`src/hdl/gmsd_pkg.sv`:
```
// Package with the shared types, widths and constants of the grouped mean and deviation core.
`default_nettype none

package gmsd_pkg;

   localparam int SAMPLE_WIDTH = 24;
   localparam int GROUP_WIDTH = 8;
   localparam int COUNT_WIDTH = 8;
   localparam int STD_WIDTH = 23;
   localparam int SUM_WIDTH = SAMPLE_WIDTH + COUNT_WIDTH;
   localparam int SUMSQ_WIDTH = 2 * SAMPLE_WIDTH + COUNT_WIDTH;
   localparam int PROD_WIDTH = SUMSQ_WIDTH + COUNT_WIDTH;
   localparam int DIVISOR_WIDTH = 2 * COUNT_WIDTH;
   localparam int STEP_WIDTH = $clog2(PROD_WIDTH);
   localparam int MAX_GROUP_LEN = 255;
   localparam int QUEUE_DEPTH_DEFAULT = 4;

   typedef struct packed {
      logic signed [SAMPLE_WIDTH-1:0] sample_value;
      logic sample_present;
      logic [GROUP_WIDTH-1:0] group_id;
      logic end_of_data;
   } req_type;

   typedef struct packed {
      logic [GROUP_WIDTH-1:0] closed_group;
      logic signed [SAMPLE_WIDTH-1:0] group_mean;
      logic [STD_WIDTH-1:0] group_std_dev;
      logic [COUNT_WIDTH-1:0] present_count;
      logic mean_defined;
      logic std_defined;
      logic count_overflow;
      logic last_result;
   } rsp_type;

   typedef struct packed {
      logic [GROUP_WIDTH-1:0] group;
      logic signed [SUM_WIDTH-1:0] sum;
      logic [SUMSQ_WIDTH-1:0] sumsq;
      logic [COUNT_WIDTH-1:0] count;
      logic overflow;
      logic last;
   } group_rec_type;

   typedef enum logic [2:0] {
      BACK_IDLE,
      BACK_LOAD,
      BACK_DIV_MEAN,
      BACK_NUM,
      BACK_DIV_VAR,
      BACK_SQRT,
      BACK_DONE
   } back_state_type;

endpackage

`default_nettype wire

```
`src/hdl/gmsd_front.sv`:
```
// Front end: accepts samples, keeps the running sums of the open group and queues closed groups.
`default_nettype none

module gmsd_front (
   input  wire logic                  clock,
   input  wire logic                  reset,
   input  wire logic                  req_valid,
   output logic                       req_stall,
   input  wire gmsd_pkg::req_type     req_data,
   input  wire logic                  queue_full,
   output logic                       push_valid,
   output gmsd_pkg::group_rec_type    push_data
);
   import gmsd_pkg::*;

   logic [GROUP_WIDTH-1:0] open_group_ff, open_group_in;
   logic active_ff, active_in;
   logic signed [SUM_WIDTH-1:0] sum_ff, sum_in;
   logic [SUMSQ_WIDTH-1:0] sumsq_ff, sumsq_in;
   logic [COUNT_WIDTH-1:0] vcount_ff, vcount_in;
   logic [COUNT_WIDTH-1:0] lcount_ff, lcount_in;
   logic ovf_ff, ovf_in;
   logic flush_ff, flush_in;

   logic accept;
   logic change;
   logic fresh;
   logic signed [SUM_WIDTH-1:0] base_sum;
   logic [SUMSQ_WIDTH-1:0] base_sumsq;
   logic [COUNT_WIDTH-1:0] base_vcount;
   logic [COUNT_WIDTH-1:0] base_lcount;
   logic base_ovf;
   logic signed [2*SAMPLE_WIDTH-1:0] square;
   logic signed [SUM_WIDTH-1:0] sample_ext;

   assign req_stall = flush_ff || queue_full;
   assign accept = req_valid && !req_stall;
   assign change = active_ff && (req_data.group_id != open_group_ff);
   assign fresh = !active_ff || change;
   assign square = (2*SAMPLE_WIDTH)'(req_data.sample_value)
                 * (2*SAMPLE_WIDTH)'(req_data.sample_value);
   assign sample_ext = {{(SUM_WIDTH-SAMPLE_WIDTH){req_data.sample_value[SAMPLE_WIDTH-1]}},
                        req_data.sample_value};

   always_comb begin
      base_sum = fresh ? '0 : sum_ff;
      base_sumsq = fresh ? '0 : sumsq_ff;
      base_vcount = fresh ? '0 : vcount_ff;
      base_lcount = fresh ? '0 : lcount_ff;
      base_ovf = fresh ? 1'b0 : ovf_ff;

      open_group_in = open_group_ff;
      active_in = active_ff;
      sum_in = sum_ff;
      sumsq_in = sumsq_ff;
      vcount_in = vcount_ff;
      lcount_in = lcount_ff;
      ovf_in = ovf_ff;
      flush_in = flush_ff;

      push_valid = 1'b0;
      push_data.group = open_group_ff;
      push_data.sum = sum_ff;
      push_data.sumsq = sumsq_ff;
      push_data.count = vcount_ff;
      push_data.overflow = ovf_ff;
      push_data.last = 1'b1;

      if (accept) begin
         push_valid = change;
         push_data.last = !req_data.end_of_data;
         open_group_in = req_data.group_id;
         active_in = 1'b1;
         flush_in = req_data.end_of_data;
         sum_in = base_sum;
         sumsq_in = base_sumsq;
         vcount_in = base_vcount;
         lcount_in = base_lcount;
         ovf_in = base_ovf;
         if (base_lcount >= COUNT_WIDTH'(MAX_GROUP_LEN)) begin
            ovf_in = 1'b1;
         end else begin
            lcount_in = base_lcount + COUNT_WIDTH'(1);
            if (req_data.sample_present) begin
               sum_in = base_sum + sample_ext;
               sumsq_in = base_sumsq + {{(SUMSQ_WIDTH-2*SAMPLE_WIDTH){1'b0}}, square};
               vcount_in = base_vcount + COUNT_WIDTH'(1);
            end
         end
      end else if (flush_ff && !queue_full) begin
         push_valid = 1'b1;
         active_in = 1'b0;
         flush_in = 1'b0;
         sum_in = '0;
         sumsq_in = '0;
         vcount_in = '0;
         lcount_in = '0;
         ovf_in = 1'b0;
      end
   end

   always_ff @(posedge clock) begin
      if (reset) begin
         open_group_ff <= '0;
         active_ff <= 1'b0;
         sum_ff <= '0;
         sumsq_ff <= '0;
         vcount_ff <= '0;
         lcount_ff <= '0;
         ovf_ff <= 1'b0;
         flush_ff <= 1'b0;
      end else begin
         open_group_ff <= open_group_in;
         active_ff <= active_in;
         sum_ff <= sum_in;
         sumsq_ff <= sumsq_in;
         vcount_ff <= vcount_in;
         lcount_ff <= lcount_in;
         ovf_ff <= ovf_in;
         flush_ff <= flush_in;
      end
   end

`ifndef SYNTH
   a_push_room: assert property (@(posedge clock) disable iff (reset)
      push_valid |-> !queue_full)
      else $error("Front pushed a closed group into a full queue.");

   a_eod_flush: assert property (@(posedge clock) disable iff (reset)
      (accept && req_data.end_of_data) |=> (flush_ff && active_ff))
      else $error("End of data did not schedule the closing transfer.");
`endif

endmodule

`default_nettype wire

```
`config.mk`:
```
export PLATFORM = sky130hd
export DESIGN_NAME = gmsd_front
export DESIGN_NICKNAME = d
export VERILOG_FILES = /design/src/hdl/gmsd_pkg.sv /design/src/hdl/gmsd_front.sv
export SDC_FILE = /design/constraint.sdc
export NUM_CORES = 2
export LEC_CHECK = 0
export BUFFER_PORTS_ARGS = -buffer_cell sky130_fd_sc_hd__buf_2
export CAP_MARGIN = 10
export CORE_ASPECT_RATIO = 2
export CORE_MARGIN = 1.5
export CORE_UTILIZATION = 27
export CTS_BUF_LIST = sky130_fd_sc_hd__clkbuf_2 sky130_fd_sc_hd__clkbuf_4 sky130_fd_sc_hd__clkbuf_8
export DETAILED_ROUTE_END_ITERATION = 6
export PLACE_DENSITY = 0.43
export SLEW_MARGIN = 20
export SYNTH_ARGS = -nofsm -noshare
export SYNTH_HDL_FRONTEND = slang
export SYNTH_SLANG_ARGS = --single-unit
```
`constraint.sdc`:
```
create_clock -name clock -period 18.68 [get_ports clock]
set_input_delay 1.868 -clock clock [delete_from_list [all_inputs] [get_ports clock]]
set_output_delay 1.868 -clock clock [all_outputs]
set_load 0.02 [all_outputs]
```
# --- Word level (Yosys, flattened, before mapping) ---
# Index checks and enable logic that the tools add are counted.
classes:
  n_reduce_logical: 11
  mul: 1
  n_mux: 27
  order_cmp: 1
  eq_ne: 2
  addsub: 4
ops:
  columns: ["op", "count"]
  rows:
  - ["$mux W56", 5]
  - ["$mux W32", 5]
  - ["$mux W8", 8]
  - ["$add A56 B48 Y56", 1]
  - ["$mul A24 B24 Y48", 1]
  - ["$add A32 B24 Y32", 1]
  - ["$add A8 B1 Y8 const B", 2]
  - ["$mux W1", 9]
  - ["$ge A8 B8 Y1 const B", 1]
  - ["$ne A8 B8 Y1", 1]
  - ["$logic_not A1 Y1", 4]
  - ["$logic_and A1 B1 Y1", 3]
  - ["$ne A3 B1 Y1 const B", 1]
  - ["$logic_or A1 B1 Y1", 2]
  - ["$reduce_and A2 Y1", 1]
  - ["$reduce_bool A2 Y1", 1]
word_totals:
  in_bits: 38
  out_inout_bits: 108
  regBits: 115

# --- Logic depth before layout (Yosys ltp) ---
depth:
  depth_word: 8
  mapped_depth: 39

# --- Worst setup path after synthesis ---
# No wires, ideal clock.
synth_path:
  path_type: "input -> register"
  startpoint: "input port req_data[33] in the netlist's numbering"
  endpoint: "register sumsq_ff[54]"
  required_ps: 18564
  setup_ps: 116
  t_arrival_ps: 10375
  path_stages: 38
  slack_ps: 8190
  cell_sequence: "clkbuf_1 clkbuf_1 nand2_1 inv_1 fa_1 fa_1 inv_1 fa_1 fa_1 inv_1 fa_1 fa_1 inv_1 fa_1 inv_1 ha_1 clkbuf_1 a21oi_1 (+2 left out) a2111oi_0 o2bb2ai_1 a211oi_2 o21ai_1 a31o_1 a21oi_1 xnor2_1 ha_1 and3_1 nor3b_1 nand2_1 nor2_1 a21oi_1 o211a_1 o41ai_2 nand3_1 or3_1 a31o_1"
synth_between:
  elab_chain_cells: 5
synth_lines:
  columns: ["item", "line_no", "text"]
  rows:
  - ["start: declaration", "gmsd_front.sv:9", "input wire gmsd_pkg::req_type req_data,"]
  - ["$mul A24 B24 Y48", "gmsd_front.sv:41", "* (2*SAMPLE_WIDTH)'(req_data.sample_value);"]
  - ["$add A56 B48 Y56", "gmsd_front.sv:86", "sumsq_in = base_sumsq + {{(SUMSQ_WIDTH-2*SAMPLE_WIDTH){1'b0}}, square};"]
  - ["$mux W56", "gmsd_front.sv:84", "if (req_data.sample_present) begin"]
  - ["$mux W56", "gmsd_front.sv:80", "if (base_lcount >= COUNT_WIDTH'(MAX_GROUP_LEN)) begin"]
  - ["$mux W56", "gmsd_front.sv:69", "if (accept) begin"]
  - ["end signal: assignment", "gmsd_front.sv:116", "sumsq_ff <= sumsq_in;"]
  - ["end: declaration", "gmsd_front.sv:19", "logic [SUMSQ_WIDTH-1:0] sumsq_ff, sumsq_in;"]
# No other way between the ends.
# A chain may end at the register's enable or synchronous reset.

# --- Final worst setup path ---
layout_path:
  startpoint: "input port req_data[11] in the netlist's numbering"
  endpoint: "register sumsq_ff[51]"
# The elaborated chain is that of the path after synthesis.

==> impl_metrics.toml <==
[synthesis]
yosys.area.top_type = "fa_1"
synth_top_area_share_pct = 39.0
synth-seq-area-share_pct = 8.07
yosys_warnings = 0
synth.avg_cell_area_sq_um = 8.68
synthMostInstantiatedCell = "inv_1"
ys_seq_elements = 115
syn-num-nets = 4113
syn_area_sq_mm = 0.0285
synth_commonest_cells = "inv_1, fa_1, nand2_1, ha_1, and2_1"
yosys.cell_types.count = 94
synth_ff_type = "dfxtp_1"
netlist_instances = 3288
synthTopCellsByArea = "fa_1, ha_1, inv_1"
ys_async_sr_fraction_pct = 0
synth_edf_count = 0

[setup_path]
cp_slowest_stage_delay_ns = 0.95
worst-path-max-fanout = 21
worstPathRequired_ns = 19.08
crit_top_cell = "fa_1"
slowest_stage = "a2111oi_0"
start_kind = "input pin"
critPathKind = "in2reg"
arrival_ns = 11.98
cp-end-kind = "flip-flop"

[clock_network]
cts_hold_buf = 0
cts-root-buf = "clkbuf_8"
cts.sinks = 115
cts_resized = 0
htreeDepth = 4
clk_latency_ns = 0.53
clk_pin_slew_ns = 0.06
clock_path_buffers = 3
cts_tree = "yes"
cts-buffers-inserted = 25
post_cts_buffers = 0

[sta]
period_share_pct = 62.0
setup_viol = 0
min_period_ns = 11.58
finalSetupTns_ns = 0
maxSlewHeadroom_pct = 19.5
worst-slew-pin-transition_ns = 1.18
slew_viol_final = 0
grt_setup_unrepaired = "no"
skew_ns = 0.0191
max_freq_ghz = 0.0863
hold_viol = 0

[place]
hpwlAfterDp_microns = 78600
portBuffers = 145
gp_congestion = 0.829

[global_route]
track_usage_pct = 18.4
grt_max_degree = 76
grt.overflow.total = 0
grt_pass1_vias = 25200
grt_pass1_wl_microns = 149000
antenna_found_initial = 2

[floorplanning]
die_w_microns = 233
die-area_sq_mm = 0.108
rows = 168
ios = 146
start_util_pct = 27.2
die_y_microns = 463
core_sq_mm = 0.105

[drt]
viasPerCell = 4.73
first_pass_iters = 7
drtAntennaViolNets = 0
routedWlPerCell_microns = 20.3
drt_iter0_drc = 811
vias = 22400
drc_errors = 0
drt_wl_total_microns = 96100

[min_path]
hold_path_class = "reg2reg"

[cells_and_area]
n_fill_cell = 11300
drive_above_1_share_pct = 7.20
area_growth_pct = 8.89
final_nets = 4187

[flow_run]
cap_violations = 0

[outcome]
status = "finished, final reports clean"
[state kept, by name (all words and copies together), names as in the netlist]
name and count:
active_ff 1, flush_ff 1, lcount_ff 8, open_group_ff 8, ovf_ff 1, sum_ff 32, sumsq_ff 56, vcount_ff 8
[worst paths after layout]
path | startpoint | to | slack, ns | depth (start not counted)
setup / recovery | req_data[11] | sumsq_ff[51] | 7.10 | 34
hold / removal | sumsq_ff[41] | sumsq_ff[41] | 0.46 | 2
setup reg to reg | open_group_ff[0] | sum_ff[30] | 12.76 | 19
hold reg to reg | sumsq_ff[41] | sumsq_ff[41] | 0.46 | 2
[placed cells by master (no fill, tap or decap), types with 14 or more instances in the layout]
cell and instances:
inv_1 704, fa_1 556, and3_1 16, a22oi_1 44, a21o_1 64, nor2_1 144, buf_4 29, o21ai_1 36
xor2_1 43, a21oi_1 174, o21a_1 18, nand2_1 332, nor2b_1 29, dfxtp_1 115, nand2b_1 18, xnor2_1 96
clkbuf_8 25, and2_1 184, nor3_1 14, buf_2 144, nand3_1 26, ha_1 231, nand4_1 27, o21ai_0 90
[per-layer routing]
metal | vias up | routed length [microns] | track usage [%] | share of wire, %
met5 | - | 0 | 0 | 0
met3 | 117 | 2880 | 1.90 | 3.0
met1 | 11400 | 34000 | 19.2 | 35
met4 | 0 | 3520 | 6.46 | 3.7
met2 | 370 | 55700 | 37.0 | 58
li1 | 10400 | - | - | -
[kinds of logic after synthesis]
| family | Yosys count | synth area share (%) |
|---|---|---|
| adder cells (fa/ha/maj) | 787 | 49.1 |
| XOR/XNOR | 139 | 4.26 |
| flip-flops | 115 | 8.07 |
| multiplexers | 3 | 0.110 |
| AND/OR/NAND/NOR | 843 | 14.3 |
| buffers and inverters | 831 | 11.0 |
| AO/OA/AOI/OAI | 570 | 13.1 |
[per-stage QoR]
stage / instance area, sq um / instances / hold slack (ns) / setup slack, ns / util [%]
6_report: 31100 / 4724 / 0.464 / 7.10 / 29.6
5_1_grt: 31100 / 4724 / 0.498 / 6.34 / 29.6
4_1_cts: 31100 / 4723 / 0.469 / 7.05 / 29.6
3_5_place_dp: 30700 / 4695 / 0.458 / 6.50 / 29.3
3_3_place_gp: 30700 / 4695 / 0.449 / 6.68 / 29.3
2_1_floorplan: 28500 / 3288 / 0.446 / 8.19 / -
[cell type report]
type / count / area, sq um / area share (%)
well taps: 1360 / 1700 / 5.47
flip-flops and latches: 115 / 2300 / 7.41
clock buffers: 28 / 367 / 1.18
diodes: 1 / 2.50 / 0.00805
inverters: 705 / 2650 / 8.51
repair buffers: 173 / 938 / 3.02
multi-input cells: 2342 / 23100 / 74.4
[critical path, delay by kind of cell]
kind | cells | cell delay (ns)
adder cells (fa/ha/maj) | 9 | 4.31
AO/OA/AOI/OAI | 13 | 3.31
buffers and inverters | 6 | 1.20
AND/OR/NAND/NOR | 5 | 1.18
XOR/XNOR | 1 | 0.11
Power is not shown: default switching activity piles up to over one toggle a cycle in this logic, so the estimate is an artifact.
