$ cat src/hdl/gmsd_pkg.sv
// Package with the shared types, widths and constants of the grouped mean and deviation core.
`default_nettype none

package gmsd_pkg;

   localparam int SAMPLE_WIDTH = 24;
   localparam int GROUP_WIDTH = 8;
   localparam int COUNT_WIDTH = 8;
   localparam int STD_WIDTH = 23;
   localparam int SUM_WIDTH = SAMPLE_WIDTH + COUNT_WIDTH;
   localparam int SUMSQ_WIDTH = 2 * SAMPLE_WIDTH + COUNT_WIDTH;
   localparam int PROD_WIDTH = SUMSQ_WIDTH + COUNT_WIDTH;
   localparam int DIVISOR_WIDTH = 2 * COUNT_WIDTH;
   localparam int STEP_WIDTH = $clog2(PROD_WIDTH);
   localparam int MAX_GROUP_LEN = 255;
   localparam int QUEUE_DEPTH_DEFAULT = 4;

   typedef struct packed {
      logic signed [SAMPLE_WIDTH-1:0] sample_value;
      logic sample_present;
      logic [GROUP_WIDTH-1:0] group_id;
      logic end_of_data;
   } req_type;

   typedef struct packed {
      logic [GROUP_WIDTH-1:0] closed_group;
      logic signed [SAMPLE_WIDTH-1:0] group_mean;
      logic [STD_WIDTH-1:0] group_std_dev;
      logic [COUNT_WIDTH-1:0] present_count;
      logic mean_defined;
      logic std_defined;
      logic count_overflow;
      logic last_result;
   } rsp_type;

   typedef struct packed {
      logic [GROUP_WIDTH-1:0] group;
      logic signed [SUM_WIDTH-1:0] sum;
      logic [SUMSQ_WIDTH-1:0] sumsq;
      logic [COUNT_WIDTH-1:0] count;
      logic overflow;
      logic last;
   } group_rec_type;

   typedef enum logic [2:0] {
      BACK_IDLE,
      BACK_LOAD,
      BACK_DIV_MEAN,
      BACK_NUM,
      BACK_DIV_VAR,
      BACK_SQRT,
      BACK_DONE
   } back_state_type;

endpackage

`default_nettype wire

$ cat src/hdl/gmsd_back.sv
// Back end: mean, variance division and square root of one closed group, with the result register.
`default_nettype none

module gmsd_back (
   input  wire logic                  clock,
   input  wire logic                  reset,
   input  wire logic                  q_empty,
   input  wire gmsd_pkg::group_rec_type q_head,
   output logic                       pop,
   output logic                       rsp_valid,
   input  wire logic                  rsp_stall,
   output gmsd_pkg::rsp_type          rsp_data
);
   import gmsd_pkg::*;

   localparam logic [STD_WIDTH-1:0] STD_MAX = '1;

   back_state_type state_ff, state_in;
   group_rec_type rec_ff, rec_in;
   logic [PROD_WIDTH-1:0] prod_a_ff, prod_a_in;
   logic [PROD_WIDTH-1:0] prod_b_ff, prod_b_in;
   logic [PROD_WIDTH-1:0] quot_ff, quot_in;
   logic [DIVISOR_WIDTH-1:0] rem_ff, rem_in;
   logic [DIVISOR_WIDTH-1:0] divisor_ff, divisor_in;
   logic [STEP_WIDTH-1:0] step_ff, step_in;
   logic [PROD_WIDTH-1:0] sq_x_ff, sq_x_in;
   logic [PROD_WIDTH-1:0] sq_res_ff, sq_res_in;
   logic [PROD_WIDTH-1:0] sq_bit_ff, sq_bit_in;
   logic [SAMPLE_WIDTH-1:0] mean_ff, mean_in;
   logic [STD_WIDTH-1:0] std_ff, std_in;
   logic rsp_valid_ff, rsp_valid_in;
   rsp_type rsp_data_ff, rsp_data_in;

   logic slot_free;
   logic sum_neg;
   logic [SUM_WIDTH-1:0] sum_mag;
   logic [DIVISOR_WIDTH:0] trial;
   logic div_ge;
   logic [DIVISOR_WIDTH-1:0] rem_next;
   logic [PROD_WIDTH-1:0] quot_next;
   logic [SAMPLE_WIDTH-1:0] q_low;
   logic [PROD_WIDTH-1:0] sq_t;
   logic sq_ge;
   logic [PROD_WIDTH-1:0] sq_res_next;

   assign slot_free = !rsp_valid_ff || !rsp_stall;
   assign sum_neg = rec_ff.sum[SUM_WIDTH-1];
   assign sum_mag = sum_neg ? SUM_WIDTH'(-rec_ff.sum) : SUM_WIDTH'(rec_ff.sum);

   assign trial = {rem_ff, quot_ff[PROD_WIDTH-1]};
   assign div_ge = trial >= {1'b0, divisor_ff};
   assign rem_next = div_ge ? DIVISOR_WIDTH'(trial - {1'b0, divisor_ff})
                            : trial[DIVISOR_WIDTH-1:0];
   assign quot_next = {quot_ff[PROD_WIDTH-2:0], div_ge};
   assign q_low = quot_next[SAMPLE_WIDTH-1:0];

   assign sq_t = sq_res_ff + sq_bit_ff;
   assign sq_ge = sq_x_ff >= sq_t;
   assign sq_res_next = sq_ge ? (sq_res_ff >> 1) + sq_bit_ff : sq_res_ff >> 1;

   always_comb begin
      state_in = state_ff;
      case (state_ff)
         BACK_IDLE: begin
            if (!q_empty) begin
               state_in = BACK_LOAD;
            end
         end
         BACK_LOAD: begin
            state_in = (rec_ff.count == '0) ? BACK_DONE : BACK_DIV_MEAN;
         end
         BACK_DIV_MEAN: begin
            if (step_ff == '0) begin
               state_in = (rec_ff.count >= COUNT_WIDTH'(2)) ? BACK_NUM : BACK_DONE;
            end
         end
         BACK_NUM: begin
            state_in = BACK_DIV_VAR;
         end
         BACK_DIV_VAR: begin
            if (step_ff == '0) begin
               state_in = BACK_SQRT;
            end
         end
         BACK_SQRT: begin
            if (sq_bit_ff[0]) begin
               state_in = BACK_DONE;
            end
         end
         BACK_DONE: begin
            if (slot_free) begin
               state_in = BACK_IDLE;
            end
         end
         default: begin
            state_in = BACK_IDLE;
         end
      endcase
   end

   always_comb begin
      pop = 1'b0;
      rec_in = rec_ff;
      prod_a_in = prod_a_ff;
      prod_b_in = prod_b_ff;
      quot_in = quot_ff;
      rem_in = rem_ff;
      divisor_in = divisor_ff;
      step_in = step_ff;
      sq_x_in = sq_x_ff;
      sq_res_in = sq_res_ff;
      sq_bit_in = sq_bit_ff;
      mean_in = mean_ff;
      std_in = std_ff;
      rsp_valid_in = rsp_valid_ff && rsp_stall;
      rsp_data_in = rsp_data_ff;

      case (state_ff)
         BACK_IDLE: begin
            if (!q_empty) begin
               pop = 1'b1;
               rec_in = q_head;
            end
         end
         BACK_LOAD: begin
            prod_a_in = PROD_WIDTH'(rec_ff.count) * PROD_WIDTH'(rec_ff.sumsq);
            prod_b_in = PROD_WIDTH'(sum_mag) * PROD_WIDTH'(sum_mag);
            quot_in = PROD_WIDTH'(sum_mag);
            rem_in = '0;
            divisor_in = DIVISOR_WIDTH'(rec_ff.count);
            step_in = STEP_WIDTH'(PROD_WIDTH - 1);
            mean_in = '0;
            std_in = '0;
         end
         BACK_DIV_MEAN: begin
            quot_in = quot_next;
            rem_in = rem_next;
            step_in = step_ff - STEP_WIDTH'(1);
            if (step_ff == '0) begin
               mean_in = sum_neg ? (~q_low + SAMPLE_WIDTH'(rem_next == '0)) : q_low;
            end
         end
         BACK_NUM: begin
            quot_in = prod_a_ff - prod_b_ff;
            rem_in = '0;
            divisor_in = DIVISOR_WIDTH'(rec_ff.count)
                       * DIVISOR_WIDTH'(rec_ff.count - COUNT_WIDTH'(1));
            step_in = STEP_WIDTH'(PROD_WIDTH - 1);
         end
         BACK_DIV_VAR: begin
            quot_in = quot_next;
            rem_in = rem_next;
            step_in = step_ff - STEP_WIDTH'(1);
            if (step_ff == '0) begin
               sq_x_in = quot_next;
               sq_res_in = '0;
               sq_bit_in = {2'b01, {(PROD_WIDTH-2){1'b0}}};
            end
         end
         BACK_SQRT: begin
            sq_x_in = sq_ge ? sq_x_ff - sq_t : sq_x_ff;
            sq_res_in = sq_res_next;
            sq_bit_in = sq_bit_ff >> 2;
            if (sq_bit_ff[0]) begin
               std_in = (sq_res_next > PROD_WIDTH'(STD_MAX)) ? STD_MAX
                                                              : sq_res_next[STD_WIDTH-1:0];
            end
         end
         BACK_DONE: begin
            if (slot_free) begin
               rsp_valid_in = 1'b1;
               rsp_data_in.closed_group = rec_ff.group;
               rsp_data_in.group_mean = mean_ff;
               rsp_data_in.group_std_dev = std_ff;
               rsp_data_in.present_count = rec_ff.count;
               rsp_data_in.mean_defined = (rec_ff.count != '0);
               rsp_data_in.std_defined = (rec_ff.count >= COUNT_WIDTH'(2));
               rsp_data_in.count_overflow = rec_ff.overflow;
               rsp_data_in.last_result = rec_ff.last;
            end
         end
         default: begin
            pop = 1'b0;
         end
      endcase
   end

   always_ff @(posedge clock) begin
      rec_ff <= rec_in;
      prod_a_ff <= prod_a_in;
      prod_b_ff <= prod_b_in;
      quot_ff <= quot_in;
      rem_ff <= rem_in;
      divisor_ff <= divisor_in;
      step_ff <= step_in;
      sq_x_ff <= sq_x_in;
      sq_res_ff <= sq_res_in;
      sq_bit_ff <= sq_bit_in;
      mean_ff <= mean_in;
      std_ff <= std_in;
      rsp_data_ff <= rsp_data_in;
   end

   always_ff @(posedge clock) begin
      if (reset) begin
         state_ff <= BACK_IDLE;
         rsp_valid_ff <= 1'b0;
      end else begin
         state_ff <= state_in;
         rsp_valid_ff <= rsp_valid_in;
      end
   end

   assign rsp_valid = rsp_valid_ff;
   assign rsp_data = rsp_data_ff;

`ifndef SYNTH
   a_pop_nonempty: assert property (@(posedge clock) disable iff (reset)
      pop |-> !q_empty)
      else $error("Back end popped an empty queue.");

   a_defined_order: assert property (@(posedge clock) disable iff (reset)
      rsp_valid_ff |-> (!rsp_data_ff.std_defined || rsp_data_ff.mean_defined))
      else $error("Deviation flagged defined without a defined mean.");

   a_sqrt_needs_two: assert property (@(posedge clock) disable iff (reset)
      (state_ff == BACK_SQRT) |-> (rec_ff.count >= COUNT_WIDTH'(2)))
      else $error("Square root started for a group with fewer than two samples.");
`endif

endmodule

`default_nettype wire

$ cat config.mk
export PLATFORM = sky130hd
export DESIGN_NAME = gmsd_back
export DESIGN_NICKNAME = d
export VERILOG_FILES = /design/src/hdl/gmsd_pkg.sv /design/src/hdl/gmsd_back.sv
export SDC_FILE = /design/constraint.sdc
export NUM_CORES = 2
export LEC_CHECK = 0
export ABC_CLOCK_PERIOD_IN_PS = 53000
export BUFFER_PORTS_ARGS = -buffer_cell sky130_fd_sc_hd__buf_2
export CAP_MARGIN = 20
export CORE_MARGIN = 2
export CORE_UTILIZATION = 50
export DETAILED_ROUTE_END_ITERATION = 10
export HOLD_SLACK_MARGIN = 0.15
export MAX_ROUTING_LAYER = met4
export PLACE_DENSITY_LB_ADDON = 0.05
export SKIP_LAST_GASP = 1
export SLEW_MARGIN = 20
export SYNTH_ARGS = -nofsm -noshare
export SYNTH_HDL_FRONTEND = slang
export SYNTH_SLANG_ARGS = --single-unit
$ cat constraint.sdc
create_clock -name clock -period 53 [get_ports clock]
set_clock_uncertainty 0.05 [all_clocks]
set_input_delay 10.6 -clock clock [delete_from_list [all_inputs] [get_ports clock]]
set_output_delay 10.6 -clock clock [all_outputs]
set_load 0.03 [all_outputs]
Word level (Yosys, flattened, before mapping)
Cells that the tools add are included.
{"block": "totals", "register_bits": 646, "latch_bits": 0, "mem_bits_rw": 0, "mem_bits_ro": 0, "in_bits": 110, "out_inout_bits": 69, "elab_cells": 113, "n_memories": 0}
{"block": "classes", "n_addsub": 9, "mul": 3, "div": 0, "n_lt_le_gt_ge": 4, "n_eq_ne": 12, "shifts": 0, "muxes": 32, "bitwise_logic": 2, "n_reduce_logical": 24}
{"cell": "64-bit one-hot mux with 2 select lines", "count": 3}
{"cell": "64-bit two-way mux", "count": 5}
{"cell": "64-bit one-hot mux with 3 select lines", "count": 1}
{"cell": "64-bit subtractor", "count": 2}
{"cell": "63-bit by 64-bit adder with 64-bit output", "count": 1}
{"cell": "64-bit adder", "count": 1}
{"cell": "64-bit >= comparator", "count": 1}
{"cell": "64-bit by 23-bit > comparator with 1-bit output, second input constant", "count": 1}
{"cell": "32-bit by 32-bit multiplier with 64-bit output", "count": 1}
{"cell": "8-bit by 56-bit multiplier with 64-bit output", "count": 1}
{"cell": "16-bit one-hot mux with 2 select lines", "count": 2}
{"cell": "24-bit two-way mux", "count": 2}
{"cell": "24-bit one-hot mux with 2 select lines", "count": 1}
{"cell": "23-bit two-way mux", "count": 2}
{"cell": "23-bit one-hot mux with 2 select lines", "count": 1}
{"cell": "32-bit two-way mux", "count": 1}
{"cell": "32-bit negator", "count": 1}
{"cell": "24-bit by 1-bit adder with 24-bit output", "count": 1}
{"cell": "24-bit NOT", "count": 1}
{"cell": "3-bit two-way mux", "count": 7}
{"cell": "3-bit one-hot mux with 7 select lines", "count": 1}
{"cell": "17-bit by 16-bit >= comparator with 1-bit output", "count": 1}
{"cell": "16-bit zero test", "count": 1}
{"cell": "9-bit by 9-bit multiplier with 16-bit output", "count": 1}
{"cell": "25 further kinds", "count": 46}

Longest topological paths before layout
{"block": "logic_depth", "ltp_word": 7, "ltp_mapped": 42, "depth_no_buf": 40}

Worst setup path after synthesis
No wires, ideal clock.
{"block": "synth_path", "path_kind": "in2out", "startpoint": "input port q_empty", "endpoint": "output port pop", "t_arrival_ns": 21.393, "required_ns": 42.350, "path_slack_ns": 20.957, "path_stages": 1, "n_path_buf": 0, "path_cell_list": "nor4_1"}
{"block": "synth_via", "elab_chain_len": 2}
{"item": "from (decl)", "line": "gmsd_back.sv:7", "rtl": "input wire logic q_empty,"}
{"item": "1-bit two-way mux", "line": "gmsd_back.sv:120", "rtl": "if (!q_empty) begin"}
{"item": "1-bit two-way mux", "line": "gmsd_back.sv:118", "rtl": "case (state_ff)"}
{"item": "to (decl)", "line": "gmsd_back.sv:9", "rtl": "output logic pop,"}
No other way between the ends.

Worst setup path in the final report
Ends and elaborated chain as after synthesis.

==> run_results.csv <==
group,metric,value,unit
placed_design,place_congestion,0.9285,
worst_setup_path,crit_start,"q_empty",
timing,min_period,22.25,ns
finish,final_cell_mix,"1458 x inv_1, 1164 x fa_1, 902 x nand2_1, 632 x ha_1, 609 x edfxtp_1",
die,die_x,404.5,um
timing,drv_slew,0,
clock_tree,clock-sinks,613,
global_routing,grt_pass1_vias,61620,
die,initial_utilization,50.51,%
detailed_routing,via_per_inst,5.632,
worst_hold_path,hold_path_startpoint,"mean_ff[16]$_SDFFCE_PN0P_",
die,die-area,0.1636,mm2
timing,fin_crit_sh,41.98,%
yosys,avgSynthCellArea,9.600,um2
yosys,ys_warn_count,0,
global_routing,grt.total_usage,29.40,%
run,cap_viol_max_count,0,
clock_tree,cts_buffer_depth,3,
yosys,netlist_instances,8353,
finish,layout_commonest_cell,"inv_1",
global_routing,grt_pass1_wl,359100,um
finish,syn_to_final_growth,7.863,%
detailed_routing,vias,59630,
clock_tree,cts_buffers,79,
detailed_routing,drt_first_pass_iters,6,
die,io_pins,179,
run_status,status,"complete, no violations",
global_routing,grt-busiest-layer,"met2",
die,fp.dieH,404.5,um
clock_tree,root_buffer,"clkbuf_16",
detailed_routing,route.detailed.drc,0,
worst_setup_path,cp.required,42.35,ns
yosys,synthArstFlopShare,0,%
global_routing,grt_overflow,0,
yosys,synth_edf_count,609,
global_routing,met3_usage,3.671,%
finish,layout.nets,10340,
timing,hold_viol,0,
worst_hold_path,hold_path.class,"reg2reg",
yosys,ys_ff_latch,613,
yosys,ys.flop_type,"edfxtp_1",
placed_design,hpwl,179000,um
detailed_routing,routed_wl,229900,um
detailed_routing,wl_per_cell,21.71,um
worst_setup_path,worstPathMaxFanout,21,
detailed_routing,antenna_left,0,
timing,slew_headroom,21.94,%
clock_tree,cts.clk_slew.worst_paths,0.05,ns
finish,layout-drive-gt1-share,6.243,%
worst_setup_path,startpoint_type,"input pin",
clock_tree,insertion_delay,0.72,ns
clock_tree,htreeDepth,3,
yosys,ys_types,88,
die,placementRows,146,
timing,rsz0062_at_grt,"no",
clock_tree,post-cts-setup-buffers,0,
global_routing,antenna_found_initial,6,
detailed_routing,drt_iter0_markers,4192,
timing,fmax,44.94,MHz
timing,worst_slew_pin_slew,1.141,ns
timing,tns,0,ns
global_routing,grt_use_met2,48.25,%
clock_tree,cts_tree,"yes",
clock_tree,cts_resized,0,
global_routing,grt_util_met1,39.33,%
yosys,syn_area,0.08019,mm2
global_routing,grt_max_degree,71,
yosys,ys_seq_area_share,22.91,%
worst_setup_path,rr_startpoint,"rec_ff[66]$_DFFE_PP_",
placed_design,io_buffers,178,
die,coreArea,0.1587,mm2
timing,finalSetupViolCount,0,
worst_setup_path,arrival,11.60,ns
timing,holdWs,0.3668,ns
clock_tree,holdBufCountCts,0,
worst_setup_path,crit_type,"in2out",
worst_setup_path,worstSetupEndpointType,"output pin",
[metrics by stage]
| stage | util [%] | std cells | area (um2) | setup WS, ns |
|---|---|---|---|---|
| after floorplan | - | 8377 | 80280 | 20.96 |
| after global placement | 52.69 | 10430 | 83650 | 30.67 |
| after detailed placement | 52.70 | 10430 | 83660 | 30.69 |
| after CTS | 54.47 | 10580 | 86470 | 30.69 |
| after global routing | 54.48 | 10580 | 86480 | 30.61 |
| final | 54.48 | 10590 | 86490 | 30.75 |
[Yosys cell counts (18+ instances only)]
cell type  instances  share of area (%)
inv_1           1458                6.8
fa_1            1164                 29
nand2_1          903                4.2
ha_1             632                9.9
edfxtp_1         609                 23
nor2_1           592                2.8
a21oi_1          341                2.1
o21ai_0          315                2.0
clkbuf_1         263                1.2
and2_1           261                2.0
xnor2_1          239                2.6
xor2_1           203                2.2
a21o_1           164                1.5
a31oi_1           90               0.70
nand3_1           84               0.52
nand2b_1          73               0.57
and3_1            70               0.55
nand4_1           68               0.53
o21bai_1          64               0.60
nor3_1            60               0.37
nor2b_1           58               0.45
o21a_1            50               0.47
a211oi_1          49               0.46
or3_1             40               0.31
o211ai_1          35               0.33
o31ai_1           34               0.32
nor4_1            32               0.25
o221ai_1          26               0.28
a31o_2            21               0.23
nor4_2            20               0.31
a21boi_0          19               0.18
mux2i_1           19               0.24
or4_1             18               0.17
[sequential cells by signal, indices dropped and copies added (netlist names), 23 cells and up]
name / cells
sq_res_ff: 64
std_ff: 23
prod_a_ff: 64
sq_bit_ff: 32
rec_ff: 106
rsp_data: 67
mean_ff: 24
quot_ff: 64
prod_b_ff: 63
sq_x_ff: 64
[worst max-delay path, stage by stage]
cell    delay [ns]
buf_2         0.11
nor4_2        0.12
buf_4         0.39
buf_2         0.35
[path summary, 6_finish.rpt]
path	endpoint	depth (start not counted)	slack (ns)
max	pop	4	30.75
min	rsp_data[51]$_DFFE_PP_	0	0.37
max reg2reg	prod_b_ff[62]$_DFFE_PP_	40	39.86
min reg2reg	rsp_data[51]$_DFFE_PP_	0	0.37
[metal layers]
layer / part of all wire (%) / routed length, um / vias to the layer above
met4: 2.1 / 4799 / 0
li1: - / - / 27480
met2: 49 / 112100 / 1554
met5: 0 / 0 / -
met1: 44 / 100300 / 30330
met3: 5.5 / 12730 / 263
[layout make-up]
cell class	instances	area [um2]
diodes	9	22.52
clock buffers	86	2003
clock inverters	62	809.5
fillers	14420	72250
inverters	1473	5532
multi-input cells	5995	55540
flip-flops and latches	613	18370
well taps	2072	2592
repair buffers	276	1627
[logic make-up after synthesis]
logic type               share of synthesized area, %
XOR/XNOR                                        4.828
flip-flops                                      22.91
AO/OA/AOI/OAI                                   10.87
adder cells (fa/ha/maj)                         38.92
buffers and inverters                           8.332
multiplexers                                   0.3401
AND/OR/NAND/NOR                                 13.79
other                                        0.009366
Power is not shown: default switching activity piles up to over one toggle a cycle in this logic, so the estimate is an artifact.
