`src/hdl/gmsd_pkg.sv`:
```
// Package with the shared types, widths and constants of the grouped mean and deviation core.
`default_nettype none

package gmsd_pkg;

   localparam int SAMPLE_WIDTH = 24;
   localparam int GROUP_WIDTH = 8;
   localparam int COUNT_WIDTH = 8;
   localparam int STD_WIDTH = 23;
   localparam int SUM_WIDTH = SAMPLE_WIDTH + COUNT_WIDTH;
   localparam int SUMSQ_WIDTH = 2 * SAMPLE_WIDTH + COUNT_WIDTH;
   localparam int PROD_WIDTH = SUMSQ_WIDTH + COUNT_WIDTH;
   localparam int DIVISOR_WIDTH = 2 * COUNT_WIDTH;
   localparam int STEP_WIDTH = $clog2(PROD_WIDTH);
   localparam int MAX_GROUP_LEN = 255;
   localparam int QUEUE_DEPTH_DEFAULT = 4;

   typedef struct packed {
      logic signed [SAMPLE_WIDTH-1:0] sample_value;
      logic sample_present;
      logic [GROUP_WIDTH-1:0] group_id;
      logic end_of_data;
   } req_type;

   typedef struct packed {
      logic [GROUP_WIDTH-1:0] closed_group;
      logic signed [SAMPLE_WIDTH-1:0] group_mean;
      logic [STD_WIDTH-1:0] group_std_dev;
      logic [COUNT_WIDTH-1:0] present_count;
      logic mean_defined;
      logic std_defined;
      logic count_overflow;
      logic last_result;
   } rsp_type;

   typedef struct packed {
      logic [GROUP_WIDTH-1:0] group;
      logic signed [SUM_WIDTH-1:0] sum;
      logic [SUMSQ_WIDTH-1:0] sumsq;
      logic [COUNT_WIDTH-1:0] count;
      logic overflow;
      logic last;
   } group_rec_type;

   typedef enum logic [2:0] {
      BACK_IDLE,
      BACK_LOAD,
      BACK_DIV_MEAN,
      BACK_NUM,
      BACK_DIV_VAR,
      BACK_SQRT,
      BACK_DONE
   } back_state_type;

endpackage

`default_nettype wire

```
`src/hdl/gmsd_queue.sv`:
```
// Queue of closed group records between the front end and the arithmetic back end.
`default_nettype none

module gmsd_queue #(
   parameter int DEPTH = 4
) (
   input  wire logic                  clock,
   input  wire logic                  reset,
   input  wire logic                  push_valid,
   input  wire gmsd_pkg::group_rec_type push_data,
   output logic                       full,
   input  wire logic                  pop,
   output gmsd_pkg::group_rec_type    head_data,
   output logic                       empty
);
   import gmsd_pkg::*;

   localparam int PTR_WIDTH = $clog2(DEPTH);
   localparam int CNT_WIDTH = $clog2(DEPTH + 1);

   group_rec_type entries_ff [DEPTH];
   logic [PTR_WIDTH-1:0] wr_ptr_ff, wr_ptr_in;
   logic [PTR_WIDTH-1:0] rd_ptr_ff, rd_ptr_in;
   logic [CNT_WIDTH-1:0] count_ff, count_in;
   logic do_push;
   logic do_pop;

   assign full = (count_ff == CNT_WIDTH'(DEPTH));
   assign empty = (count_ff == '0);
   assign do_push = push_valid && !full;
   assign do_pop = pop && !empty;
   assign head_data = entries_ff[rd_ptr_ff];

   always_comb begin
      wr_ptr_in = wr_ptr_ff;
      rd_ptr_in = rd_ptr_ff;
      count_in = count_ff;
      if (do_push) begin
         wr_ptr_in = (wr_ptr_ff == PTR_WIDTH'(DEPTH - 1)) ? '0 : wr_ptr_ff + PTR_WIDTH'(1);
      end
      if (do_pop) begin
         rd_ptr_in = (rd_ptr_ff == PTR_WIDTH'(DEPTH - 1)) ? '0 : rd_ptr_ff + PTR_WIDTH'(1);
      end
      if (do_push && !do_pop) begin
         count_in = count_ff + CNT_WIDTH'(1);
      end else if (do_pop && !do_push) begin
         count_in = count_ff - CNT_WIDTH'(1);
      end
   end

   always_ff @(posedge clock) begin
      if (do_push) begin
         entries_ff[wr_ptr_ff] <= push_data;
      end
   end

   always_ff @(posedge clock) begin
      if (reset) begin
         wr_ptr_ff <= '0;
         rd_ptr_ff <= '0;
         count_ff <= '0;
      end else begin
         wr_ptr_ff <= wr_ptr_in;
         rd_ptr_ff <= rd_ptr_in;
         count_ff <= count_in;
      end
   end

`ifndef SYNTH
   a_count_bound: assert property (@(posedge clock) disable iff (reset)
      count_ff <= CNT_WIDTH'(DEPTH))
      else $error("Queue fill count ran past its depth.");
`endif

endmodule

`default_nettype wire

```
`config.mk`:
```
export PLATFORM = sky130hd
export DESIGN_NAME = gmsd_queue
export DESIGN_NICKNAME = d
export VERILOG_FILES = /design/src/hdl/gmsd_pkg.sv /design/src/hdl/gmsd_queue.sv
export SDC_FILE = /design/constraint.sdc
export NUM_CORES = 1
export LEC_CHECK = 0
export BUFFER_PORTS_ARGS = -buffer_cell sky130_fd_sc_hd__buf_2
export CORE_ASPECT_RATIO = 2
export CORE_UTILIZATION = 63
export CTS_BUF_LIST = sky130_fd_sc_hd__clkbuf_8
export CTS_CLUSTER_SIZE = 25
export DETAILED_ROUTE_END_ITERATION = 10
export PLACE_DENSITY_LB_ADDON = 0.1
export SYNTH_ARGS = -nofsm -noshare
export SYNTH_HDL_FRONTEND = slang
export SYNTH_SLANG_ARGS = --single-unit
```
`constraint.sdc`:
```
create_clock -name clock -period 11.55 [get_ports clock]
set_input_delay 1.155 -clock clock [delete_from_list [all_inputs] [get_ports clock]]
set_output_delay 1.155 -clock clock [all_outputs]
set_load 0.05 [all_outputs]
```
# After elaboration in Yosys (flattened, before gate mapping)
# Memory sizes are Yosys's and may differ from the RTL's. A register that Yosys moved wholly into a read port is not among the register bits.
# Cells that the tools add are included.
totals:
  regBits: 7
  romBits: 0
  in_bits: 110
  latchBits: 0
  ramBits: 424
  memories: 1
op_classes:
  n_mul: 0
  n_reduce_logical: 10
  n_eq_ne: 3
  addsub: 4
  magnitude_cmp: 0
  bitwise_logic: 0
  div_mod_pow: 0
  n_shift: 0
  mux: 8
memory_table:
  columns: ["memory", "words", "word_bits", "rd", "rd_ports_with_merged_regs", "wr", "line_no", "rtl"]
  rows:
  - ["entries_ff", 4, 106, 1, 1, 1, "gmsd_queue.sv:21", "group_rec_type entries_ff [DEPTH];"]
ops:
  columns: ["operator", "count"]
  rows:
  - ["2-bit two-way mux", 4]
  - ["3-bit two-way mux", 2]
  - ["2-bit by 1-bit adder with 2-bit output, second input constant", 2]
  - ["2-bit equality test, second input constant", 2]
  - ["1-bit logical AND", 4]
  - ["1-bit logical NOT", 4]
  - ["3-bit by 1-bit adder with 3-bit output, second input constant", 1]
  - ["3-bit equality test, second input constant", 1]
  - ["3-bit logical NOT", 1]
  - ["3-bit by 1-bit subtractor with 3-bit output, second input constant", 1]
  - ["1-bit two-way mux", 2]
  - ["2-bit nonzero test", 1]

# Depth between registers and ports, before layout
# Gate-level depths: netlist of the first run.
logic_depth:
  word_depth: 7
  depth_mapped: 10
  mapped_depth_nobuf: 9

# Least setup slack after synthesis of the first run
# Ideal clock, no wire load.
synth_path:
  path_type: "input-to-reg"
  start: "in push_valid"
  end: "mem entries_ff[3][0] (netlist bit) (enable)"
  setup_time_ns: 0.478
  stages: 1
  arrival_time_ns: 3.656
  n_path_buf: 0
  slack_ns: 7.416
  required_ns: 11.072
  path_cell_list: "and3_1"
synth_via:
  elab_chain_len: 3
synth_rtl:
  columns: ["element", "line_no", "rtl"]
  rows:
  - ["from (decl)", "gmsd_queue.sv:9", "input wire logic push_valid,"]
  - ["1-bit logical AND", "gmsd_queue.sv:30", "assign do_push = push_valid && !full;"]
  - ["1-bit two-way mux", "gmsd_queue.sv:52", "if (do_push) begin"]
  - ["1-bit two-way mux (not written as such)", "gmsd_queue.sv:53", "entries_ff[wr_ptr_ff] <= push_data;"]
  - ["to (decl)", "gmsd_queue.sv:21", null]
# Every way passes these cells.

==> summary.txt, run 1 <==
Status
  • Outcome: finished clean

GRT
  • Global-route wire length before repair: 42320 um
  • Vias in the first global route: 7917
  • GRT overflow: 0
  • Initial antenna violation count: 10
  • Tot GR Track Use: 22.74%
  • Largest net degree at the start of global routing: 74

Worst setup path
  • Setup CP Type: register to primary output
  • CP required: 10400 ps
  • Worst Setup Start Kind: register
  • Critical Path End Type: primary output
  • Crit path arrival time: 3770 ps
  • FF-to-FF path depth: 3
  • Critical Path Fanout Max: 49

Clock tree
  • Root buf cell: clkbuf_8
  • CTS clk-pin slew, worst paths: 70 ps
  • CTS tree: built
  • Post-CTS Repair Setup Buffers: 0
  • CTS Buffer Depth: 3
  • CTS sink count: 433
  • Hold-fix buffers at CTS: 0
  • H-tree depth: 2
  • PostCTS Resize Cnt: 0
  • Worst-skew pair later-pin latency: 580 ps
  • Total CTS buffers: 54

STA
  • Max_slew headroom: 26.14%
  • Final Skew: 21.55 ps
  • Least-Margin Pin Slew: about 1100 ps
  • Pins over their slew limit: 0
  • Setup violators final: 0
  • Fmax: about 200 MHz
  • RSZ-0062 raised after global routing: no
  • Fin. Hold Viols: 0
  • Crit share post-route: a little over two fifths
  • Setup TNS: 0 ps
  • Worst hold slack: slightly above 500 ps
  • Final WS setup: 6621 ps
  • Tmin final: 4929 ps

Synthesis
  • Mapped Cells: 604
  • Post-synth top area share: between 80% and 90%
  • Syn avg cell area: 26.09 um^2
  • Mapped Nets: 721
  • Synth area leader: edfxtp_1
  • Yosys warning count: 0
  • Mapped cell area: 15760 um^2
  • Flops & latches, synth: 433
  • Synth area leaders: edfxtp_1 81%, mux4_2 15%, dfxtp_1 1.1%
  • Library cells used by synthesis: 24
  • Seq/Total Area, Yosys: about four fifths

Floorplanning
  • Row cnt: 81
  • Die height: 225.7 um
  • Die width: 113.8 um
  • Core area: 24530 um^2
  • Ports: 218
  • Die area: around 26000 um^2
  • Initial Utilization: 64.25%

Cells and area
  • Layout Nets: 975
  • Layout cells sized above 1: 45.77%
  • Most common cell after layout, fill and taps aside: edfxtp_1
  • Layout overhead on the synthesized area: 15.78%
  • Post-route insts no fill: 1237
  • Highest-count cells in the layout ignoring fill and taps: 424 x edfxtp_1, 217 x buf_2, 106 x mux4_2, 54 x clkbuf_8, 16 x inv_1

Pwr
  • Max IR drop VDD: 0.2005 mV
  • Total Power: 4292 uW
  • P per Cell Area: 235.2 nW/um^2
  • Leakage: 0.006134 uW

Route
  • ANT nets after route: 0
  • DR vias: 7140
  • DRC violations left: 0
  • Detailed Route WL: about 28000 um
  • DR pass1 iterations: 4
  • DR WL/cell: between 20 and 25 um
  • DR vias/cell: 5.772
  • Drt initial violations: approximately 470

Min path
  • Hold Crit Class: register to register
  • Hold Path Stages: 2

Placement
  • Placed Cells: approximately 1100
  • Setup WS pre-CTS: just over 7000 ps
  • Routability cong.: 0.7491
  • Hpwl dp: 17450 um
  • Port-buffer cells: 217

Run
  • Max_cap viols: 0
worst max-delay path: stages (launching register included):
cell and delay, ps:
dfxtp_4 630, buf_4 800, buf_4 740, mux4_2 640, buf_2 240
per-layer routing:
metal / GRT usage (%) / share of wire [%] / vias up
met5: 0 / 0.12 / -
met4: 11.31 / 3.2 / 6
met3: 4.992 / 5.9 / 64
met2: 40.72 / 55 / 253
met1: 25.47 / 36 / 3694
li1: - / - / 3123
power breakdown:
group / internal [uW] / switching (uW) / leakage (uW)
Clock: 552 / 512 / 0.000577
Combinational: 373 / 887 / 0.00160
Sequential: 1900 / 65.8 / 0.00396
Total: 2830 / 1470 / 0.00613
per-stage QoR:
stage               util (%)  cell area, um^2
floorplan                  -            15760
global placement       69.98            17160
detailed placement     69.98            17160
CTS                    74.32            18230
global route           74.40            18250
finish                 74.40            18250
synth_stat cells:
cell and number:
edfxtp_1 424, mux4_2 106, buf_2 13, dfxtp_1 9, clkbuf_1 7, ha_1 6, buf_8 5, and3_1 4
inv_1 4, nor2_1 4, a21oi_1 3, mux2i_1 2, nand3_1 2, nor3_1 2, o21ai_0 2, or3_1 2
xor2_1 2, buf_6 1, fa_1 1, inv_2 1, nand2_1 1, o31ai_1 1, o31ai_2 1, or3b_1 1
logic make-up after synthesis:
logic type               after synthesis  synth area share, %
multiplexers                         108                15.28
AO/OA/AOI/OAI                          7               0.2858
buffers and inverters                 31                1.246
AND/OR/NAND/NOR                       16               0.5398
XOR/XNOR                               2               0.1112
flip-flops                           433                81.94
adder cells (fa/ha/maj)                7               0.6034
final cells by class:
| type | instances | area (um^2) |
|---|---|---|
| flip-flops and latches | 433 | 12920 |
| clock inverters | 42 | 322.8 |
| multi-input cells | 140 | 2670 |
| well taps | 332 | 415.4 |
| clock buffers | 54 | 743.2 |
| repair buffers | 224 | 1139 |
| diodes | 7 | 17.52 |
| inverters | 5 | 18.77 |
| fillers | 1477 | 6280 |
final timing paths:
path	start	endpoint	slack, ps
max reg2reg	count_ff[0]	entries_ff[1][48]	8770
max	register	head_data[49]	6620
min	rd_ptr_ff[0]	register	510
min reg2reg	rd_ptr_ff[0]	register	510
sequential cells by signal, summed over array words and instances, names as in the netlist, named ones only:
name / count
rd_ptr_ff: 2
count_ff: 3
entries_ff: 424
wr_ptr_ff: 2
Note: power is estimated with default switching activity, not from simulation.
==> run 2: changes to the inputs <==
--- a/config.mk
+++ b/config.mk
@@ -7,7 +7,7 @@
 export LEC_CHECK = 0
 export BUFFER_PORTS_ARGS = -buffer_cell sky130_fd_sc_hd__buf_2
 export CORE_ASPECT_RATIO = 2
-export CORE_UTILIZATION = 63
+export CORE_UTILIZATION = 59
 export CTS_BUF_LIST = sky130_fd_sc_hd__clkbuf_8
 export CTS_CLUSTER_SIZE = 25
 export DETAILED_ROUTE_END_ITERATION = 10
==> constraint.sdc (replaced) <==
create_clock -name clock -period 4.7 [get_ports clock]
set_input_delay 0.47 -clock clock [delete_from_list [all_inputs] [get_ports clock]]
set_output_delay 0.47 -clock clock [all_outputs]
set_load 0.05 [all_outputs]
==> run 2 against run 1 <==
- clock power grew 130%
- combinational power grew 150%
- die area grew 6.7%
- critical endpoint is now head_data[72]
- final cell count grew 1.5%
- largest cell class unchanged
- cell area shrank 0.19%
==> summary.txt, run 2 (same netlist as run 1, synthesis figures left out) <==
Min path
  • Hold Crit Class: input pin to register

Cells and area
  • Max reg flops: 424 (unchanged)
  • Most common cell after layout, fill and taps aside: edfxtp_1
  • Highest-count cells in the layout ignoring fill and taps: 424 x edfxtp_1, 217 x buf_2, 106 x mux4_2, 57 x clkbuf_8, 23 x inv_1
  • Layout Nets: 981 (+0.62%)
  • Layout cells sized above 1: 44.80% (-0.97 points)
  • Sequential cell area: 12920 um^2 (unchanged)
  • Layout overhead on the synthesized area: 15.56%
  • Multi-input gate area: 2670 um^2 (unchanged)
  • Fillers: 1698 (+15%)
  • Reg with most FFs: entries_ff
  • Top Registers: entries_ff (424), count_ff (3)

Worst setup path
  • Critical path endpoint: head_data[72]
  • Critical-path cell list: buf_12 > mux4_2 > buf_2
  • CP required: 4230 ps (-6170 ps)
  • Crit path arrival time: 2780 ps (-990 ps)
  • Worst Setup Start Kind: register
  • Slowest-stage cell, CP: dfxtp_4
  • Top delay family on crit path: flip-flops
  • Slowest Stage Delay on Critical Path: 840 ps (+40 ps)
  • Reg2Reg Setup Slack: 2130 ps (-6640 ps)
  • FF-to-FF path depth: 3 (unchanged)
  • WP buf/inv: 2 (-1)
  • Worst R2R Start: count_ff[0]
  • Critical Path Fanout Max: 51 (+4.1%)
  • RR Endpoint: entries_ff[1][77]
  • Critical Path Stages: 3 (-1)
  • Critical Path End Type: primary output
  • Setup CP Type: register to primary output

Route
  • Drt initial violations: 562 (+20%)
  • ANT nets after route: 0 (unchanged)
  • DR vias: 7232 (+1.3%)
  • DRC violations left: 0 (unchanged)
  • DR pass1 iterations: 5 (+1)
  • DR vias/cell: 5.763 (-0.16%)
  • Detailed Route WL: 30330 um (+7.0%)
  • DR WL/cell: 24.16 um (+5.5%)

Pwr
  • Max IR drop VDD: 0.4446 mV (+120%)
  • P per Cell Area: 572.2 nW/um^2 (+140%)
  • Leakage: 0.006153 uW (+0.31%)

Floorplanning
  • Die area: 27410 um^2 (+6.7%)
  • Die width: 117.6 um (+3.3%)
  • Row cnt: 84 (+3.7%)
  • Initial Utilization: 59.98% (-4.3 points)
  • Ports: 218 (unchanged)
  • Core area: 26280 um^2 (+7.1%)
  • Die height: 233.1 um (+3.3%)

Clock tree
  • Hold-fix buffers at CTS: 0 (unchanged)
  • H-tree depth: 2 (unchanged)
  • Post-CTS Repair Setup Buffers: 0 (unchanged)
  • Worst-skew pair later-pin latency: 600 ps (+20 ps)
  • Root buf cell: clkbuf_8
  • PostCTS Resize Cnt: 0 (unchanged)
  • CTS sink count: 433 (unchanged)
  • Total CTS buffers: 55 (+1.9%)
  • CTS tree: built
  • CTS Buffer Depth: 3 (unchanged)
  • CTS clk-pin slew, worst paths: 60 ps (about the same)

GRT
  • Initial antenna violation count: 8 (-2)
  • Vias in the first global route: 8101 (+2.3%)
  • GRT overflow: 0 (unchanged)
  • Largest net degree at the start of global routing: 76 (+2.7%)
  • Tot GR Track Use: 22.95% (+0.20 points)
  • Global-route wire length before repair: 45870 um (+8.4%)

STA
  • Final Skew: 8.173 ps (-13.38 ps)
  • Crit share post-route: 69.16%
  • Fin. Hold Viols: 0 (unchanged)
  • Pins over their slew limit: 0 (unchanged)
  • Least-Margin Pin Slew: 1188 ps (+79.63 ps)
  • Worst hold slack: 84.56 ps (-420.6 ps)
  • Fmax: slightly above 300 MHz
  • Setup TNS: 0 ps (unchanged)
  • Max_slew headroom: 20.83% (-5.3 points)
  • Setup violators final: 0 (unchanged)
  • Tmin final: 3250 ps
  • RSZ-0062 raised after global routing: no

Placement
  • Hpwl dp: 19170 um (+9.9%)
  • Routability cong.: 0.7312 (-2.4%)
  • Port-buffer cells: 217 (unchanged)

Run
  • Max_cap viols: 0 (unchanged)

Status
  • Outcome: finished clean
-- run 2: worst min path at each step --
| stage | start | end | slack [ps] | cells past startpoint |
|---|---|---|---|---|
| floorplan | rd_ptr_ff[0] | register | 460 | 2 |
| global placement | rd_ptr_ff[0] | register | 470 | 2 |
| detailed placement | rd_ptr_ff[0] | register | 490 | 2 |
| CTS | push_data[87] | entries_ff[1][87] | 40 | 1 |
| global route | push_data[100] | entries_ff[2][100] | 40 | 1 |
| finish | push_data[20] | entries_ff[2][20] | 80 | 1 |
-- run 2: report_power, final --
part	switching, uW	internal, uW	total [uW]
sequential	197	4670	4870
clock	1260	1170	2430
combinational	2190	932	3120
-- run 2: worst reg2reg max path: cells and delay by family (launching register included) --
family | cells | cell delay (ps)
flip-flops | 1 | 440
buffers and inverters | 1 | 490
AND/OR/NAND/NOR | 2 | 1310
-- run 2: final cells by class --
| cell class | instances | area share, % |
|---|---|---|
| Clock buffer | 57 | 4.308 |
| Inverter | 5 | 0.1031 |
| Clock inverter | 40 | 0.9962 |
| Timing Repair Buffer | 229 | 6.527 |
| Tap cell | 344 | 2.363 |
| Multi-Input combinational cell | 140 | 14.66 |
| Sequential cell | 433 | 70.94 |
| Antenna cell | 7 | 0.09619 |
-- run 2: metrics by stage --
stage          util (%)  power (uW)  cell area (um^2)  setup slack (ps)  instances
6_report          69.31       10420             18210              1450       1255
5_1_grt           69.30       10810             18210              1206       1254
4_1_cts           69.24       10550             18190              1292       1248
3_5_place_dp      65.57        8130             17230              1959       1151
3_3_place_gp      65.57        8050             17230              1964       1151
2_1_floorplan         -        7388             15760              1048        604
-- run 2: metal layers --
layer | global-route usage, % | share of wire, %
met1 | 25.07 | 36
met2 | 41.36 | 54
met3 | 5.933 | 6.3
met5 | 0 | 0.033
met4 | 11.30 | 3.6
